**src/rtl/psid_pkg.sv**
```systemverilog
// ----------------------------------------------------------------------------
// psid_pkg
// Types and constants shared by the paired-single instruction decoder.
// ----------------------------------------------------------------------------
package psid_pkg;

  localparam int unsigned WORD_W = 32;
  localparam int unsigned REG_W  = 5;
  localparam int unsigned CODE_W = 6;
  localparam int unsigned FORM_W = 3;
  localparam int unsigned CNT_W  = 3;
  localparam int unsigned DISP_W = 12;

  // primary opcodes
  localparam logic [5:0] OP_PS     = 6'd4;
  localparam logic [5:0] OP_PSQ_L  = 6'd56;
  localparam logic [5:0] OP_PSQ_LU = 6'd57;
  localparam logic [5:0] OP_PSQ_ST = 6'd60;
  localparam logic [5:0] OP_PSQ_STU = 6'd61;

  // 10-bit extended opcodes
  localparam logic [9:0] XO_MERGE00 = 10'd528;
  localparam logic [9:0] XO_MERGE01 = 10'd560;
  localparam logic [9:0] XO_MERGE10 = 10'd592;
  localparam logic [9:0] XO_MERGE11 = 10'd624;
  localparam logic [9:0] XO_NEG     = 10'd40;
  localparam logic [9:0] XO_MR      = 10'd72;
  localparam logic [9:0] XO_NABS    = 10'd136;
  localparam logic [9:0] XO_ABS     = 10'd264;
  localparam logic [9:0] XO_CMPU0   = 10'd0;
  localparam logic [9:0] XO_CMPO0   = 10'd32;
  localparam logic [9:0] XO_CMPU1   = 10'd64;
  localparam logic [9:0] XO_CMPO1   = 10'd96;

  // 5-bit extended opcodes
  localparam logic [4:0] XO_DIV    = 5'd18;
  localparam logic [4:0] XO_SUB    = 5'd20;
  localparam logic [4:0] XO_ADD    = 5'd21;
  localparam logic [4:0] XO_RES    = 5'd24;
  localparam logic [4:0] XO_RSQRTE = 5'd26;
  localparam logic [4:0] XO_MULS0  = 5'd12;
  localparam logic [4:0] XO_MULS1  = 5'd13;
  localparam logic [4:0] XO_MUL    = 5'd25;
  localparam logic [4:0] XO_SUM0   = 5'd10;
  localparam logic [4:0] XO_SUM1   = 5'd11;
  localparam logic [4:0] XO_MADDS0 = 5'd14;
  localparam logic [4:0] XO_MADDS1 = 5'd15;
  localparam logic [4:0] XO_SEL    = 5'd23;
  localparam logic [4:0] XO_MSUB   = 5'd28;
  localparam logic [4:0] XO_MADD   = 5'd29;
  localparam logic [4:0] XO_NMSUB  = 5'd30;
  localparam logic [4:0] XO_NMADD  = 5'd31;

  // operand forms
  localparam logic [FORM_W-1:0] FORM_NONE  = 3'd0;
  localparam logic [FORM_W-1:0] FORM_QUANT = 3'd1;
  localparam logic [FORM_W-1:0] FORM_DAB   = 3'd2;
  localparam logic [FORM_W-1:0] FORM_DAC   = 3'd3;
  localparam logic [FORM_W-1:0] FORM_DB    = 3'd4;
  localparam logic [FORM_W-1:0] FORM_DACB  = 3'd5;

  // instruction codes
  localparam logic [CODE_W-1:0] I_PSQ_L     = 6'd0;
  localparam logic [CODE_W-1:0] I_PSQ_LU    = 6'd1;
  localparam logic [CODE_W-1:0] I_PSQ_ST    = 6'd2;
  localparam logic [CODE_W-1:0] I_PSQ_STU   = 6'd3;
  localparam logic [CODE_W-1:0] I_MERGE00   = 6'd4;
  localparam logic [CODE_W-1:0] I_MERGE01   = 6'd5;
  localparam logic [CODE_W-1:0] I_MERGE10   = 6'd6;
  localparam logic [CODE_W-1:0] I_MERGE11   = 6'd7;
  localparam logic [CODE_W-1:0] I_NEG       = 6'd8;
  localparam logic [CODE_W-1:0] I_MR        = 6'd9;
  localparam logic [CODE_W-1:0] I_NABS      = 6'd10;
  localparam logic [CODE_W-1:0] I_ABS       = 6'd11;
  localparam logic [CODE_W-1:0] I_CMPU0     = 6'd12;
  localparam logic [CODE_W-1:0] I_DIV       = 6'd16;
  localparam logic [CODE_W-1:0] I_SUB       = 6'd17;
  localparam logic [CODE_W-1:0] I_ADD       = 6'd18;
  localparam logic [CODE_W-1:0] I_RES       = 6'd19;
  localparam logic [CODE_W-1:0] I_RSQRTE    = 6'd20;
  localparam logic [CODE_W-1:0] I_MULS0     = 6'd21;
  localparam logic [CODE_W-1:0] I_MULS1     = 6'd22;
  localparam logic [CODE_W-1:0] I_MUL       = 6'd23;
  localparam logic [CODE_W-1:0] I_SUM0      = 6'd24;
  localparam logic [CODE_W-1:0] I_SUM1      = 6'd25;
  localparam logic [CODE_W-1:0] I_MADDS0    = 6'd26;
  localparam logic [CODE_W-1:0] I_MADDS1    = 6'd27;
  localparam logic [CODE_W-1:0] I_SEL       = 6'd28;
  localparam logic [CODE_W-1:0] I_MSUB      = 6'd29;
  localparam logic [CODE_W-1:0] I_MADD      = 6'd30;
  localparam logic [CODE_W-1:0] I_NMSUB     = 6'd31;
  localparam logic [CODE_W-1:0] I_NMADD     = 6'd32;

  typedef struct packed {
    logic                     recognized;
    logic [CODE_W-1:0]        insn_code;
    logic [FORM_W-1:0]        operand_form;
    logic                     compare_form;
    logic [CNT_W-1:0]         operand_count;
    logic [REG_W-1:0]         operand_zero;
    logic [REG_W-1:0]         operand_one;
    logic [REG_W-1:0]         operand_two;
    logic [REG_W-1:0]         operand_three;
    logic signed [DISP_W-1:0] displacement;
  } decode_t;

endpackage

```
**src/rtl/paired_single_insn_decoder_unit.sv**
```systemverilog
// ----------------------------------------------------------------------------
// paired_single_insn_decoder_unit
// Paired-single instruction decoder with registered input and result.
// ----------------------------------------------------------------------------
// One instruction word is taken per cycle while word_stall is low. A word
// is held in the input register, decoded by the opcode decode, and its
// decoded result is presented from the result register, where a stalled
// result holds while the input register can still take one further word
// if it is empty.
module paired_single_insn_decoder_unit (
  input  logic                                 clk,
  input  logic                                 rst,
  input  logic                                 word_valid,
  output logic                                 word_stall,
  input  logic [psid_pkg::WORD_W-1:0]          instruction_word,
  output logic                                 result_valid,
  input  logic                                 result_stall,
  output logic                                 recognized,
  output logic [psid_pkg::CODE_W-1:0]          insn_code,
  output logic [psid_pkg::FORM_W-1:0]          operand_form,
  output logic                                 compare_form,
  output logic [psid_pkg::CNT_W-1:0]           operand_count,
  output logic [psid_pkg::REG_W-1:0]           operand_zero,
  output logic [psid_pkg::REG_W-1:0]           operand_one,
  output logic [psid_pkg::REG_W-1:0]           operand_two,
  output logic [psid_pkg::REG_W-1:0]           operand_three,
  output logic signed [psid_pkg::DISP_W-1:0]   displacement
);

  logic                        held_valid;
  logic [psid_pkg::WORD_W-1:0] held_word;
  logic                        advance;
  psid_pkg::decode_t           decoded;
  psid_pkg::decode_t           result;

  assign advance    = !result_valid || !result_stall;
  assign word_stall = held_valid && !advance;

  always_ff @(posedge clk) begin
    if (rst) begin
      held_valid <= 1'b0;
    end else if (!word_stall) begin
      held_valid <= word_valid;
    end
  end

  always_ff @(posedge clk) begin
    if (!word_stall) begin
      held_word <= instruction_word;
    end
  end

  psid_decode u_decode (
    .word   (held_word),
    .result (decoded)
  );

  always_ff @(posedge clk) begin
    if (rst) begin
      result_valid <= 1'b0;
    end else if (advance) begin
      result_valid <= held_valid;
    end
  end

  always_ff @(posedge clk) begin
    if (advance && held_valid) begin
      result <= decoded;
    end
  end

  assign recognized    = result.recognized;
  assign insn_code     = result.insn_code;
  assign operand_form  = result.operand_form;
  assign compare_form  = result.compare_form;
  assign operand_count = result.operand_count;
  assign operand_zero  = result.operand_zero;
  assign operand_one   = result.operand_one;
  assign operand_two   = result.operand_two;
  assign operand_three = result.operand_three;
  assign displacement  = result.displacement;

  a_unrecognised_zero: assert property (@(posedge clk) disable iff (rst)
    (result_valid && !recognized) |->
      (insn_code == '0 && operand_form == psid_pkg::FORM_NONE && operand_count == '0))
    else $error("unrecognised transaction carries non-zero fields");

  a_count_form: assert property (@(posedge clk) disable iff (rst)
    (result_valid && recognized) |->
      ((operand_form == psid_pkg::FORM_DB) == (operand_count == 3'd2)))
    else $error("operand count disagrees with form");

  a_disp_quant: assert property (@(posedge clk) disable iff (rst)
    (result_valid && displacement != '0) |-> (operand_form == psid_pkg::FORM_QUANT))
    else $error("displacement outside quantised form");

  a_cmp_crf: assert property (@(posedge clk) disable iff (rst)
    (result_valid && compare_form) |->
      (operand_zero[4:3] == 2'd0 && operand_form == psid_pkg::FORM_DAB))
    else $error("compare transaction with bad field");

  a_held_advance: assert property (@(posedge clk) disable iff (rst)
    (held_valid && advance) |=> result_valid)
    else $error("held transaction dropped");

endmodule

```
**src/rtl/psid_decode.sv**
```systemverilog
// ----------------------------------------------------------------------------
// psid_decode
// Combinational decode of one instruction word into code, form and operands.
// ----------------------------------------------------------------------------
module psid_decode (
  input  logic [psid_pkg::WORD_W-1:0] word,
  output psid_pkg::decode_t           result
);

  logic [5:0]                    primary;
  logic [psid_pkg::REG_W-1:0]    fd;
  logic [psid_pkg::REG_W-1:0]    fa;
  logic [psid_pkg::REG_W-1:0]    fb;
  logic [psid_pkg::REG_W-1:0]    fc;
  logic [9:0]                    xo10;
  logic [4:0]                    xo5;
  logic                          hit10;
  logic                          is_cmp;
  logic [psid_pkg::CODE_W-1:0]   code10;
  logic [psid_pkg::FORM_W-1:0]   form10;
  logic                          hit5;
  logic [psid_pkg::CODE_W-1:0]   code5;
  logic [psid_pkg::FORM_W-1:0]   form5;
  logic [psid_pkg::CODE_W-1:0]   code_sel;
  logic [psid_pkg::FORM_W-1:0]   form_sel;

  assign primary = word[31:26];
  assign fd      = word[25:21];
  assign fa      = word[20:16];
  assign fb      = word[15:11];
  assign fc      = word[10:6];
  assign xo10    = word[10:1];
  assign xo5     = word[5:1];

  always_comb begin
    hit10  = 1'b1;
    is_cmp = 1'b0;
    code10 = '0;
    form10 = psid_pkg::FORM_DAB;
    case (xo10)
      psid_pkg::XO_MERGE00: code10 = psid_pkg::I_MERGE00;
      psid_pkg::XO_MERGE01: code10 = psid_pkg::I_MERGE01;
      psid_pkg::XO_MERGE10: code10 = psid_pkg::I_MERGE10;
      psid_pkg::XO_MERGE11: code10 = psid_pkg::I_MERGE11;
      psid_pkg::XO_NEG: begin
        code10 = psid_pkg::I_NEG;
        form10 = psid_pkg::FORM_DB;
      end
      psid_pkg::XO_MR: begin
        code10 = psid_pkg::I_MR;
        form10 = psid_pkg::FORM_DB;
      end
      psid_pkg::XO_NABS: begin
        code10 = psid_pkg::I_NABS;
        form10 = psid_pkg::FORM_DB;
      end
      psid_pkg::XO_ABS: begin
        code10 = psid_pkg::I_ABS;
        form10 = psid_pkg::FORM_DB;
      end
      psid_pkg::XO_CMPU0, psid_pkg::XO_CMPO0, psid_pkg::XO_CMPU1, psid_pkg::XO_CMPO1: begin
        is_cmp = 1'b1;
        code10 = psid_pkg::I_CMPU0 + {4'd0, xo10[6:5]};
      end
      default: hit10 = 1'b0;
    endcase
  end

  always_comb begin
    hit5  = 1'b1;
    code5 = '0;
    form5 = psid_pkg::FORM_DACB;
    case (xo5)
      psid_pkg::XO_DIV: begin
        code5 = psid_pkg::I_DIV;
        form5 = psid_pkg::FORM_DAB;
      end
      psid_pkg::XO_SUB: begin
        code5 = psid_pkg::I_SUB;
        form5 = psid_pkg::FORM_DAB;
      end
      psid_pkg::XO_ADD: begin
        code5 = psid_pkg::I_ADD;
        form5 = psid_pkg::FORM_DAB;
      end
      psid_pkg::XO_RES: begin
        code5 = psid_pkg::I_RES;
        form5 = psid_pkg::FORM_DB;
      end
      psid_pkg::XO_RSQRTE: begin
        code5 = psid_pkg::I_RSQRTE;
        form5 = psid_pkg::FORM_DB;
      end
      psid_pkg::XO_MULS0: begin
        code5 = psid_pkg::I_MULS0;
        form5 = psid_pkg::FORM_DAC;
      end
      psid_pkg::XO_MULS1: begin
        code5 = psid_pkg::I_MULS1;
        form5 = psid_pkg::FORM_DAC;
      end
      psid_pkg::XO_MUL: begin
        code5 = psid_pkg::I_MUL;
        form5 = psid_pkg::FORM_DAC;
      end
      psid_pkg::XO_SUM0:   code5 = psid_pkg::I_SUM0;
      psid_pkg::XO_SUM1:   code5 = psid_pkg::I_SUM1;
      psid_pkg::XO_MADDS0: code5 = psid_pkg::I_MADDS0;
      psid_pkg::XO_MADDS1: code5 = psid_pkg::I_MADDS1;
      psid_pkg::XO_SEL:    code5 = psid_pkg::I_SEL;
      psid_pkg::XO_MSUB:   code5 = psid_pkg::I_MSUB;
      psid_pkg::XO_MADD:   code5 = psid_pkg::I_MADD;
      psid_pkg::XO_NMSUB:  code5 = psid_pkg::I_NMSUB;
      psid_pkg::XO_NMADD:  code5 = psid_pkg::I_NMADD;
      default:             hit5  = 1'b0;
    endcase
  end

  assign code_sel = hit10 ? code10 : code5;
  assign form_sel = hit10 ? form10 : form5;

  always_comb begin
    result = '0;
    case (primary)
      psid_pkg::OP_PSQ_L, psid_pkg::OP_PSQ_LU, psid_pkg::OP_PSQ_ST, psid_pkg::OP_PSQ_STU: begin
        result.recognized    = 1'b1;
        result.insn_code     = {3'd0, primary[2], primary[0]} + psid_pkg::I_PSQ_L;
        result.operand_form  = psid_pkg::FORM_QUANT;
        result.operand_count = 3'd4;
        result.operand_zero  = fd;
        result.operand_one   = fa;
        result.operand_two   = {4'd0, word[15]};
        result.operand_three = {2'd0, word[14:12]};
        result.displacement  = word[11:0];
      end
      psid_pkg::OP_PS: begin
        if (hit10 || hit5) begin
          result.recognized   = 1'b1;
          result.insn_code    = code_sel;
          result.operand_form = form_sel;
          result.operand_zero = fd;
          if (hit10 && is_cmp) begin
            result.compare_form  = 1'b1;
            result.operand_count = 3'd3;
            result.operand_zero  = {2'd0, word[25:23]};
            result.operand_one   = fa;
            result.operand_two   = fb;
          end else begin
            case (form_sel)
              psid_pkg::FORM_DAB: begin
                result.operand_count = 3'd3;
                result.operand_one   = fa;
                result.operand_two   = fb;
              end
              psid_pkg::FORM_DAC: begin
                result.operand_count = 3'd3;
                result.operand_one   = fa;
                result.operand_two   = fc;
              end
              psid_pkg::FORM_DB: begin
                result.operand_count = 3'd2;
                result.operand_one   = fb;
              end
              default: begin
                result.operand_count = 3'd4;
                result.operand_one   = fa;
                result.operand_two   = fc;
                result.operand_three = fb;
              end
            endcase
          end
        end
      end
      default: result = '0;
    endcase
  end

endmodule

```
**config.mk**
```make
export PLATFORM = sky130hd
export DESIGN_NAME = paired_single_insn_decoder_unit
export DESIGN_NICKNAME = d
export VERILOG_FILES = /design/src/rtl/psid_pkg.sv /design/src/rtl/paired_single_insn_decoder_unit.sv /design/src/rtl/psid_decode.sv
export SDC_FILE = /design/constraint.sdc
export NUM_CORES = 1
export LEC_CHECK = 0
export ABC_AREA = 1
export BUFFER_PORTS_ARGS = -buffer_cell sky130_fd_sc_hd__buf_2
export CAP_MARGIN = 20
export CELL_PAD_IN_SITES_DETAIL_PLACEMENT = 1
export CELL_PAD_IN_SITES_GLOBAL_PLACEMENT = 1
export CORE_UTILIZATION = 42
export CTS_CLUSTER_SIZE = 16
export DETAILED_ROUTE_END_ITERATION = 6
export GPL_TIMING_DRIVEN = 0
export HOLD_SLACK_MARGIN = 0.15
export PLACE_DENSITY_LB_ADDON = 0.1
export SETUP_SLACK_MARGIN = 0.2
export SLEW_MARGIN = 0
export SYNTH_ARGS = -nofsm -noshare
export SYNTH_HDL_FRONTEND = slang
export SYNTH_SLANG_ARGS = --single-unit
```
**constraint.sdc**
```tcl
create_clock -name clk -period 4.1 [get_ports clk]
set_input_delay 0.41 -clock clk [delete_from_list [all_inputs] [get_ports clk]]
set_output_delay 0.41 -clock clk [all_outputs]
set_load 0.1 [all_outputs]
```
# Word-level counts from Yosys, hierarchy flattened
# Index checks and enable logic that the tools add are counted.
dict set report word_totals {
  out_inout_bits 48
  regBits 80
  wordCells 91
  in_bits 36
}
dict set report classes {
  reduce_logical 20
  muxes 21
  n_addsub 1
  n_eq_ne 36
}
# cell n
set ops {}
lappend ops {{one-hot mux 6 bit (17 select lines)} 1}
lappend ops {{== test 5 bit (second input constant)} 11}
lappend ops {{one-hot mux 6 bit (9 select lines)} 1}
lappend ops {{one-hot mux 23 bit (2 select lines)} 1}
lappend ops {{== test 10 bit (second input constant)} 4}
lappend ops {{two-way mux 34 bit} 1}
lappend ops {{== test 10 x 7 -> 1 bit (second input constant)} 3}
lappend ops {{== test 5 x 4 -> 1 bit (second input constant)} 6}
lappend ops {{== test 6 bit (second input constant)} 4}
lappend ops {{== test 10 x 6 -> 1 bit (second input constant)} 2}
lappend ops {{two-way mux 5 bit} 4}
lappend ops {{one-hot mux 10 bit (2 select lines)} 1}
lappend ops {{OR reduction 17 bit} 1}
lappend ops {{OR reduction 12 bit} 1}
lappend ops {{OR reduction 4 bit} 3}
lappend ops {{== test 10 x 8 -> 1 bit (second input constant)} 1}
lappend ops {{== test 10 x 9 -> 1 bit (second input constant)} 1}
lappend ops {{logical NOT 10 bit} 1}
lappend ops {{two-way mux 10 bit} 1}
lappend ops {{one-hot mux 5 bit (2 select lines)} 1}
lappend ops {{two-way mux 3 bit} 3}
lappend ops {{one-hot mux 3 bit (3 select lines)} 1}
lappend ops {{OR reduction 3 bit} 3}
lappend ops {{== test 3 x 2 -> 1 bit (second input constant)} 2}
lappend ops {{11 further kinds} 20}

# Longest topological paths before layout
dict set report logic_depth {
  ltp_word 10
  depth_mapped 13
  mapped_depth_nobuf 12
}

# By module
# A second synthesis with hierarchy kept.
dict set report hier_totals {
  cells_unflattened 325
  area_unflattened_um2 3524.6
}
# module area_per_inst_um2 n_inst cells_each
set modules_own_cells {}
lappend modules_own_cells {paired_single_insn_decoder_unit 2426.1 1 88}
lappend modules_own_cells {psid_decode 1098.6 1 237}

# Worst setup path before layout
# OpenSTA, ideal clock, no wires.
dict set report synth_timing {
  path_kind {reg2reg}
  startpoint {reg result_valid}
  endpoint {reg held_word[0] in the netlist's numbering, enable pin}
  t_required_ns 3.612
  t_arrival_ns 3.364
  path_stages_with_launch 4
  synth_period_minus_slack_ns 3.853
  slack_ns 0.247
  setup_time_ns 0.488
  path_buffers 0
  cell_sequence {dfxtp_1 nand2_1 nor2_1 inv_1}
}
dict set report synth_via {
  elab_chain_len 4
}
# item line
set synth_rtl {}
lappend synth_rtl {{start: declaration} paired_single_insn_decoder_unit.sv:16} ;# output logic result_valid,
lappend synth_rtl {{start signal: assignment} paired_single_insn_decoder_unit.sv:62} ;# result_valid <= held_valid;
lappend synth_rtl {{logical NOT 1 bit} paired_single_insn_decoder_unit.sv:36} ;# assign advance = !result_valid || !result_stall;
lappend synth_rtl {{logical OR 1 bit} paired_single_insn_decoder_unit.sv:36}
lappend synth_rtl {{logical NOT 1 bit} paired_single_insn_decoder_unit.sv:37} ;# assign word_stall = held_valid && !advance;
lappend synth_rtl {{logical AND 1 bit} paired_single_insn_decoder_unit.sv:37}
lappend synth_rtl {{named net word_stall} paired_single_insn_decoder_unit.sv:14} ;# output logic word_stall,
lappend synth_rtl {{end signal: assignment} paired_single_insn_decoder_unit.sv:49} ;# held_word <= instruction_word;
lappend synth_rtl {{end: declaration} paired_single_insn_decoder_unit.sv:31} ;# logic [psid_pkg::WORD_W-1:0] held_word;
# The timed path passes the listed nets, and every way through them passes these cells.
# A chain may end at the register's enable or synchronous reset.

==> qor.csv <==
metric,value,unit
Starting Density,0.4383,
CTS hold repair buffers,0,
maximum VDD drop,0.2036,mV
placed wire-length estimate,6.252,mm
Worst Setup Path Type,reg2reg,
setup_tns,0,ns
Initial DRT Pass Iterations,4,
Die W,95.30,um
fillers,949,
P_leak,1.990,nW
CP required,4.23,ns
"commonest non-fill, non-tap cell in the layout",buf_2,
CP Launch Point,held_word[1],
Setup-failing EPs final,0,
post-CTS setup buffers,0,
initial antenna violation count,0,
FP Rows,33,
H-tree Lvls,3,
final hold slack,0.2095,ns
total CTS buffers,9,
CTS tree,built,
gpl congestion,0.8843,
final worst path period need,2.173,ns
sequential-to-total area share from yosys stat,0.6516,
worst clock skew,0.01304,ns
startpoint types,flop,
cts repair resizes,0,
fraction of layout cells with a size suffix above 1,0.3487,
# diodes,0,
Slew Limit Headroom,0.5190,
# clock sinks,80,
crit end category,flop,
Synth Area per Inst,11.01,um2
Post-Synthesis Cell Area,3656,um2
outcome,"complete, no violations",
Post-Syn Instances,332,
gr usage total,0.2043,
clk slew on worst S/H paths,0.09,ns
max_cap viols,0,
Final period util,0.5299,
crit path DAT,2.30,ns
Die Footprint,9082,um2
RSZ-0062 raised after global routing,no,
routed vias,2727,
HP Class,in2reg,
syn nets,368,
flop-to-flop setup slack,1.93,ns
IO Pins,84,
Worst R2R Start,held_word[1],
register area,2382,um2
reg2reg path depth,7,
core area,8341,um2
DRT iter0 DRCs,78,
Synth cell types,37,
WL final,8.464,mm
HP Start,instruction_word[22],
Yosys warning count,0,
Congestion Overflow GR,0,
Remaining DRCs,0,
fin util,0.5383,
via/cell ratio,5.069,
root cell of the clock tree,clkbuf_8,
post-place instance area,4262,um2
PwrDens,411.4,nW/um2
Bufs on Longest Clock Path,2,
Max Clk Rate,460.3,MHz
nets,464,
Post-DRT Antenna Nets,0,
final-report hold violation count,0,
Avg WL per Cell,15.73,um
Multi-input gate area,1074,um2
"commonest non-fill, non-tap cells in the layout","buf_2 (83), edfxtp_1 (78), nand2_1 (72)",
Port Buffers,83,
P&R area growth vs syn,22.79,%
fin area,4489,um2
Skew-Pair Late Insertion Delay,0.37,ns
Final Max Tran Viols,0,
crit path max fanout,8,
Tightest Pin Transition,0.7161,ns
Hold Crit Depth,1,
synthesized flop and latch total,80,
Final Non-Filler Cells,538,
pin count of the biggest net entering global routing,33,
first-pass GRT wire length,13.57,mm
vias in the first global route,2792,
Inst Count DP,522,
Die Y,95.30,um
-- cell usage after synthesis (all sizes together) --
master | instances | area, um2
a211oi | 1 | 7.510
a21oi | 9 | 78.83
a221oi | 1 | 8.760
a31oi | 2 | 12.51
a41oi | 1 | 8.760
buf | 3 | 30.03
clkbuf | 2 | 7.510
clkinv | 1 | 3.750
dfxtp | 2 | 40.04
edfxtp | 78 | 2342
inv | 44 | 170.2
nand2 | 84 | 350.3
nand3 | 28 | 167.7
nand4 | 5 | 37.53
nor2 | 50 | 237.7
nor3 | 3 | 25.02
nor4 | 2 | 27.53
o211ai | 3 | 22.52
o21ai | 11 | 58.80
o22ai | 1 | 6.260
o31ai | 1 | 12.51
-- layer usage --
layer	wire (um)	GRT usage	part of all wire
met5	0	0	0
met4	185	0.09343	0.022
met3	396	0.04226	0.047
met1	3723	0.2522	0.44
met2	4159	0.3429	0.49
-- stage by stage --
stage	total power, mW	worst slack [ns]
3_3_place_gp	1.196	-0.08945
3_5_place_dp	1.204	2.015
4_1_cts	1.866	1.951
6_report	1.847	1.927
5_1_grt	1.908	1.819
2_1_floorplan	1.143	0.2475
-- registers in the layout, summed over array words and instances (netlist names) --
register,count
compare_form,1
displacement,12
held_valid,1
held_word,32
insn_code,6
operand_count,3
operand_form,3
operand_one,5
operand_three,5
operand_two,5
operand_zero,5
recognized,1
result_valid,1
-- final timing paths --
path | endpoint
worst max-delay path | insn_code[5]
worst min-delay path | held_word[22]
worst max register to register | insn_code[5]
worst min register to register | result_valid
-- kinds of logic after synthesis --
logic type / count (synthesis) / synth area share
DFF: 80 / 0.6516
buffers and inverters: 50 / 0.05784
and+or+nand+nor: 172 / 0.2314
AOI/OAI and AO/OA: 30 / 0.05921
-- report_power, final --
group / switching (mW) / leakage (nW) / total, mW / internal, mW
combinational: 0.184 / 1.05 / 0.234 / 0.0505
clock: 0.311 / 0.108 / 0.661 / 0.350
sequential: 0.0217 / 0.832 / 0.952 / 0.930
-- layout make-up --
type | count | share of cell area
tap | 105 | 0.02926
timing repair buffer | 85 | 0.1031
sequential | 80 | 0.5307
multi-input combinational | 202 | 0.2391
inverter | 45 | 0.03874
buffer | 5 | 0.008361
clock buffer | 9 | 0.02759
clock inverter | 7 | 0.02313
-- critical path: stages (launching register included) --
cell and delay [ns]:
edfxtp_1 0.53, nor2_1 0.30, nand2_1 0.17, a21oi_4 0.23, nor2_4 0.11, nand2_2 0.14
nand2_4 0.11, nor4_1 0.34
Power figures use the tool's default switching activity.
